<file path="src/teae_pkg.sv">
// shared types and constants for the typed edge activation engine
`timescale 1ns / 1ps
`default_nettype none
package teae_pkg;
  localparam int MAX_NODES = 1024;
  localparam int MAX_EDGES = 8192;
  localparam int TOP_COUNT = 5;
  localparam int NODE_AW = $clog2(MAX_NODES);
  localparam int NODE_CW = $clog2(MAX_NODES + 1);
  localparam int EDGE_AW = $clog2(MAX_EDGES);
  localparam int EDGE_CW = $clog2(MAX_EDGES + 1);
  localparam int ROUND_W = $clog2(TOP_COUNT + 1);
  localparam int VAL_W = 16;
  localparam int EDGE_W = 30;
  localparam logic [VAL_W-1:0] EMIT_FLOOR = 16'd76;
  localparam logic [VAL_W-1:0] PROP_FLOOR = 16'd2;
  localparam logic [7:0] COEF_SEQ = 8'd77;
  localparam logic [7:0] COEF_POS = 8'd205;

  typedef enum logic [1:0] {
    OP_SET  = 2'd0,
    OP_ADD  = 2'd1,
    OP_PROP = 2'd2,
    OP_EMIT = 2'd3
  } op_t;

  typedef enum logic [1:0] {
    KIND_SEQ  = 2'd0,
    KIND_SIM  = 2'd1,
    KIND_POS  = 2'd2,
    KIND_ABST = 2'd3
  } kind_t;

  typedef enum logic [2:0] {
    AS_NPTR,
    AS_SRC,
    AS_DST,
    AS_IDX,
    AS_BEST
  } act_sel_t;

  typedef enum logic [1:0] {
    WS_ZERO,
    WS_VAL,
    WS_SUM
  } wr_sel_t;

  typedef enum logic [1:0] {
    OK_RESP,
    OK_PEND,
    OK_PEND_LAST,
    OK_NOHIT
  } out_kind_t;

  typedef enum logic [3:0] {
    ST_CLEAR,
    ST_IDLE,
    ST_SET,
    ST_ADD,
    ST_PSTART,
    ST_PEDGE,
    ST_PSRC,
    ST_PDST,
    ST_MSTART,
    ST_MSCAN,
    ST_MDONE,
    ST_MFIN
  } state_t;

  typedef struct packed {
    logic      clear;
    logic      capture;
    logic      add_exec;
    logic      eptr_inc;
    act_sel_t  act_sel;
    logic      act_we;
    wr_sel_t   wr_sel;
    logic      gain_ld;
    logic      scan_start;
    logic      scan_step;
    logic      pend_ld;
    logic      out_load;
    out_kind_t out_kind;
    logic      out_acc;
  } cmd_t;

  typedef struct packed {
    logic free;
    logic clear_last;
    logic set_ok;
    logic add_ok;
    logic eptr_done;
    logic edge_ok;
    logic v_ok;
    logic scan_done;
    logic found;
    logic pend_vld;
    logic round_last;
  } status_t;
endpackage
`default_nettype wire

</file>
<file path="src/teae_ctrl.sv">
// controller state machine sequencing set, add, propagate and emit
`timescale 1ns / 1ps
`default_nettype none
module teae_ctrl (
  input  wire logic              clk,
  input  wire logic              rst_n,
  input  wire logic              in_valid,
  input  wire logic [1:0]        in_operation,
  output logic                   in_stall,
  input  wire teae_pkg::status_t st,
  output teae_pkg::cmd_t         cmd
);
  teae_pkg::state_t state_r, state_nxt;

  always_ff @(posedge clk) begin
    if (!rst_n) begin
      state_r <= teae_pkg::ST_CLEAR;
    end else begin
      state_r <= state_nxt;
    end
  end

  always_comb begin
    state_nxt = state_r;
    cmd = '0;
    cmd.act_sel = teae_pkg::AS_NPTR;
    cmd.wr_sel = teae_pkg::WS_ZERO;
    cmd.out_kind = teae_pkg::OK_RESP;
    in_stall = (state_r != teae_pkg::ST_IDLE);
    case (state_r)
      teae_pkg::ST_CLEAR: begin
        cmd.clear = 1'b1;
        cmd.act_we = 1'b1;
        if (st.clear_last) state_nxt = teae_pkg::ST_IDLE;
      end
      teae_pkg::ST_IDLE: begin
        if (in_valid) begin
          cmd.capture = 1'b1;
          case (teae_pkg::op_t'(in_operation))
            teae_pkg::OP_SET:  state_nxt = teae_pkg::ST_SET;
            teae_pkg::OP_ADD:  state_nxt = teae_pkg::ST_ADD;
            teae_pkg::OP_PROP: state_nxt = teae_pkg::ST_PSTART;
            default:           state_nxt = teae_pkg::ST_MSTART;
          endcase
        end
      end
      teae_pkg::ST_SET: begin
        if (st.free) begin
          cmd.act_sel = teae_pkg::AS_IDX;
          cmd.wr_sel = teae_pkg::WS_VAL;
          cmd.act_we = st.set_ok;
          cmd.out_load = 1'b1;
          cmd.out_acc = st.set_ok;
          state_nxt = teae_pkg::ST_IDLE;
        end
      end
      teae_pkg::ST_ADD: begin
        if (st.free) begin
          cmd.add_exec = st.add_ok;
          cmd.out_load = 1'b1;
          cmd.out_acc = st.add_ok;
          state_nxt = teae_pkg::ST_IDLE;
        end
      end
      teae_pkg::ST_PSTART: begin
        if (st.eptr_done) begin
          if (st.free) begin
            cmd.out_load = 1'b1;
            cmd.out_acc = 1'b1;
            state_nxt = teae_pkg::ST_IDLE;
          end
        end else begin
          state_nxt = teae_pkg::ST_PEDGE;
        end
      end
      teae_pkg::ST_PEDGE: begin
        if (st.edge_ok) begin
          cmd.act_sel = teae_pkg::AS_SRC;
          state_nxt = teae_pkg::ST_PSRC;
        end else begin
          cmd.eptr_inc = 1'b1;
          state_nxt = teae_pkg::ST_PSTART;
        end
      end
      teae_pkg::ST_PSRC: begin
        if (st.v_ok) begin
          cmd.gain_ld = 1'b1;
          cmd.act_sel = teae_pkg::AS_DST;
          state_nxt = teae_pkg::ST_PDST;
        end else begin
          cmd.eptr_inc = 1'b1;
          state_nxt = teae_pkg::ST_PSTART;
        end
      end
      teae_pkg::ST_PDST: begin
        cmd.act_sel = teae_pkg::AS_DST;
        cmd.wr_sel = teae_pkg::WS_SUM;
        cmd.act_we = 1'b1;
        cmd.eptr_inc = 1'b1;
        state_nxt = teae_pkg::ST_PSTART;
      end
      teae_pkg::ST_MSTART: begin
        cmd.scan_start = 1'b1;
        state_nxt = teae_pkg::ST_MSCAN;
      end
      teae_pkg::ST_MSCAN: begin
        cmd.scan_step = 1'b1;
        if (st.scan_done) state_nxt = teae_pkg::ST_MDONE;
      end
      teae_pkg::ST_MDONE: begin
        if (st.found) begin
          if (!st.pend_vld || st.free) begin
            cmd.out_load = st.pend_vld;
            cmd.out_kind = teae_pkg::OK_PEND;
            cmd.act_sel = teae_pkg::AS_BEST;
            cmd.act_we = 1'b1;
            cmd.pend_ld = 1'b1;
            state_nxt = st.round_last ? teae_pkg::ST_MFIN : teae_pkg::ST_MSTART;
          end
        end else if (st.free) begin
          cmd.out_load = 1'b1;
          cmd.out_kind = st.pend_vld ? teae_pkg::OK_PEND_LAST : teae_pkg::OK_NOHIT;
          state_nxt = teae_pkg::ST_IDLE;
        end
      end
      teae_pkg::ST_MFIN: begin
        if (st.free) begin
          cmd.out_load = 1'b1;
          cmd.out_kind = teae_pkg::OK_PEND_LAST;
          state_nxt = teae_pkg::ST_IDLE;
        end
      end
      default: state_nxt = teae_pkg::ST_IDLE;
    endcase
  end

  a_clear_no_accept: assert property (@(posedge clk) disable iff (!rst_n)
    (state_r == teae_pkg::ST_CLEAR) |-> in_stall)
    else $error("input taken during clearing pass");
  a_load_free: assert property (@(posedge clk) disable iff (!rst_n)
    cmd.out_load |-> st.free)
    else $error("result loaded over a waiting beat");
  a_emit_step: assert property (@(posedge clk) disable iff (!rst_n)
    cmd.pend_ld |-> st.found)
    else $error("pick taken without a found node");
endmodule
`default_nettype wire

</file>
<file path="config.mk">
export PLATFORM = sky130hd
export DESIGN_NAME = teae_ctrl
export DESIGN_NICKNAME = d
export VERILOG_FILES = /design/src/teae_pkg.sv /design/src/teae_ctrl.sv
export SDC_FILE = /design/constraint.sdc
export NUM_CORES = 1
export LEC_CHECK = 0
export ABC_CLOCK_PERIOD_IN_PS = 4400
export BUFFER_PORTS_ARGS = -buffer_cell sky130_fd_sc_hd__buf_2
export CAP_MARGIN = 30
export CORE_UTILIZATION = 49
export DETAILED_ROUTE_END_ITERATION = 10
export PLACE_DENSITY = 0.8
export REMOVE_ABC_BUFFERS = 1
export SLEW_MARGIN = 20
export SYNTH_ARGS = -nofsm -noshare
export SYNTH_HDL_FRONTEND = slang
export SYNTH_SLANG_ARGS = --single-unit
</file>
<file path="constraint.sdc">
create_clock -name clk -period 4.4 [get_ports clk]
set_clock_uncertainty 0.2 [all_clocks]
set_input_delay 0.88 -clock clk [delete_from_list [all_inputs] [get_ports clk]]
set_output_delay 0.88 -clock clk [all_outputs]
set_load 0.01 [all_outputs]
</file>
==> summary.txt <==
Layout
  – Largest register by flop count: state_r
  – Final nets: 148
  – Regs by FF count: state_r (4)
  – N_diodes: 0
  – Largest register FFs: 4
  – Area delta synth->final: 21.96%
  – Share of cells above drive strength 1: 37.69%
  – Fin area: 889.6 um^2

Yosys
  – Synth top area cells: dfxtp_1, nor2_1, nor2b_1, a31oi_1, nor4b_2
  – Synth top cells by count: nor2_1, inv_1, nor2b_1
  – Post-synth EDFFs: 0
  – Post-Syn Area per Cell: 7.295 um^2
  – Synth warnings: 0
  – Register area share after synthesis: 10.98%
  – Synthesized area: 729.5 um^2
  – Cells after Synth: 100
  – Async S/R FF share, synth: 0%
  – Yosys top cell area share: 10.98%
  – Top FF cell, synth: dfxtp_1
  – Post-synth top area cell: dfxtp_1
  – Most frequent cell after synthesis: nor2_1
  – Synth unique cells: 45
  – #FFs+latches synth: 4

Clocking
  – CTS tree: yes
  – Root Buffer: clkbuf_4
  – CTS sink cnt: 4
  – CTS max path bufs: 2
  – Clock transition at path regs: 40 ps
  – Cts repair resizes: 0
  – H-tree levels: 1
  – Clock latency at the later pin of the worst-skew pair: 240 ps
  – Post-CTS Setup Inserts: 0
  – Hold-fix buffers, CTS: 0
  – Number of buffers created by CTS: 3

STA
  – Post-Route Setup TNS: 0 ps
  – Final hold violations: 0
  – Final setup fails: 0
  – RSZ-0062 raised after global routing: no
  – Final min period: 3091 ps
  – Final Cycle Share: 70.24%
  – Worst-margin pin slew: 922.9 ps
  – Final setup margin: 1309 ps
  – Hold_ws: 664.0 ps
  – Final Max Slew Viols: 0
  – Achievable Freq: 0.3236 GHz
  – Rel. slew slack: 38.39%

Power and ir drop
  – Total power: 417.5 uW
  – Pwr/cell area: 469.3 nW/um^2
  – Maximum vdd drop: 0.0002786 V
  – Pleak: 0.4265 nW

Detailed routing
  – Per-cell routed wire length: 13.71 um
  – Post-DRT Antenna Nets: 0
  – 1st-pass router iterations: 4
  – Post-Route WL: 1.988 mm
  – DR vias: 867
  – Post-DR vias/cell: 5.979
  – DR iter-0 viols: 11
  – DRC violations left: 0

Setup path
  – Critical path's slowest cell: dfxtp_1
  – Worst EP required: 3320 ps
  – Crit. End Element: output pin
  – CP Class: reg -> out
  – CP Data Arrival Time: 2010 ps
  – Max incr delay on CP: 910 ps
  – Crit path launch type: register
  – Worst-path fanout max: 26
  – CP cell instances: or4_1, inv_1, a2111o_1, buf_2

Hold path
  – Worst Hold Class: reg -> reg

GRT
  – GRT Residual Overflow: 0
  – Largest net degree at the start of global routing: 27
  – GR Util All Layers: 24.41%
  – First-pass GRT wire length: 2.780 mm
  – Initial antenna violation count: 0
  – Vias in the first global route: 674

Placement
  – DP Area: 867.1 um^2
  – Final RePlAce weighted congestion: 0.8130
  – Port buffer count: 34
  – Pre-CTS WS: 1366 ps
  – HPWL after detailed placement: 1.481 mm

Floorplan
  – Die Height: 40.59 um
  – Core area: 1350 um^2
  – Die Footprint: 1647 um^2
  – Die X: 40.59 um
  – Starting Density: 54.03%
  – Boundary Pins: 35
  – Row count: 13

Flow run
  – Max-cap violation count: 0

Run status
  – Status: complete, no violations
## routing by layer
metal  GRT usage [%]  part of all wire [%]  vias to the layer above
met5               0                     0                        -
met4               0                     0                        0
met3           3.333                   5.8                        0
met2           50.00                    51                       38
met1           27.18                    43                      395
li1                -                     -                      434
## through the flow
step                utilization [%]  instances
finish                        65.89        145
detailed placement            64.23        142
global route                  65.89        145
floorplan                         -         93
CTS                           65.89        145
global placement              64.23        142
## kinds of logic after synthesis
group,Yosys count,share of synthesized area (%)
AO/OA/AOI/OAI,32,33.10
buffers and inverters,15,11.15
flip-flops,4,10.98
AND/OR/NAND/NOR,49,44.77
## power breakdown
group          switching (mW)  internal (mW)
clock                  0.0149         0.0305
combinational           0.131          0.123
sequential             0.0702         0.0479
## layout make-up
cell class | instances | area (um^2)
flip-flops and latches | 4 | 80.08
clock buffers | 3 | 22.52
well taps | 15 | 18.77
fillers | 129 | 460.4
inverters | 8 | 30.03
repair buffers | 34 | 170.2
multi-input cells | 81 | 568.0
## path summary, 6_finish.rpt
kind,startpoint,endpoint,slack [ps],depth (start not counted)
setup reg to reg,state_r[3],state_r[0],2240,4
hold / removal,state_r[1],state_r[0],660,2
setup / recovery,state_r[3],cmd[10],1310,4
hold reg to reg,state_r[1],state_r[0],660,2
## worst max-delay path, delay by kind of cell, from the launching register on
kind	cells	cell delay (ps)
simple gates	1	250
flops	1	910
buf+inv	2	260
compound gates	1	350
## cells in the final DEF (no fill, tap or decap), types with 2 or more instances in the layout
master,instances
and3_1,2
or2b_1,2
nor2_1,14
buf_2,34
nor2b_1,7
nor3_1,2
nand2b_1,4
dfxtp_1,4
clkbuf_4,3
nor4b_2,2
a31oi_1,5
inv_1,7
o21ai_0,5
nand2_1,5
a221o_1,2
a21oi_1,4
a211oi_1,2
Note: power is estimated with default switching activity, not from simulation.
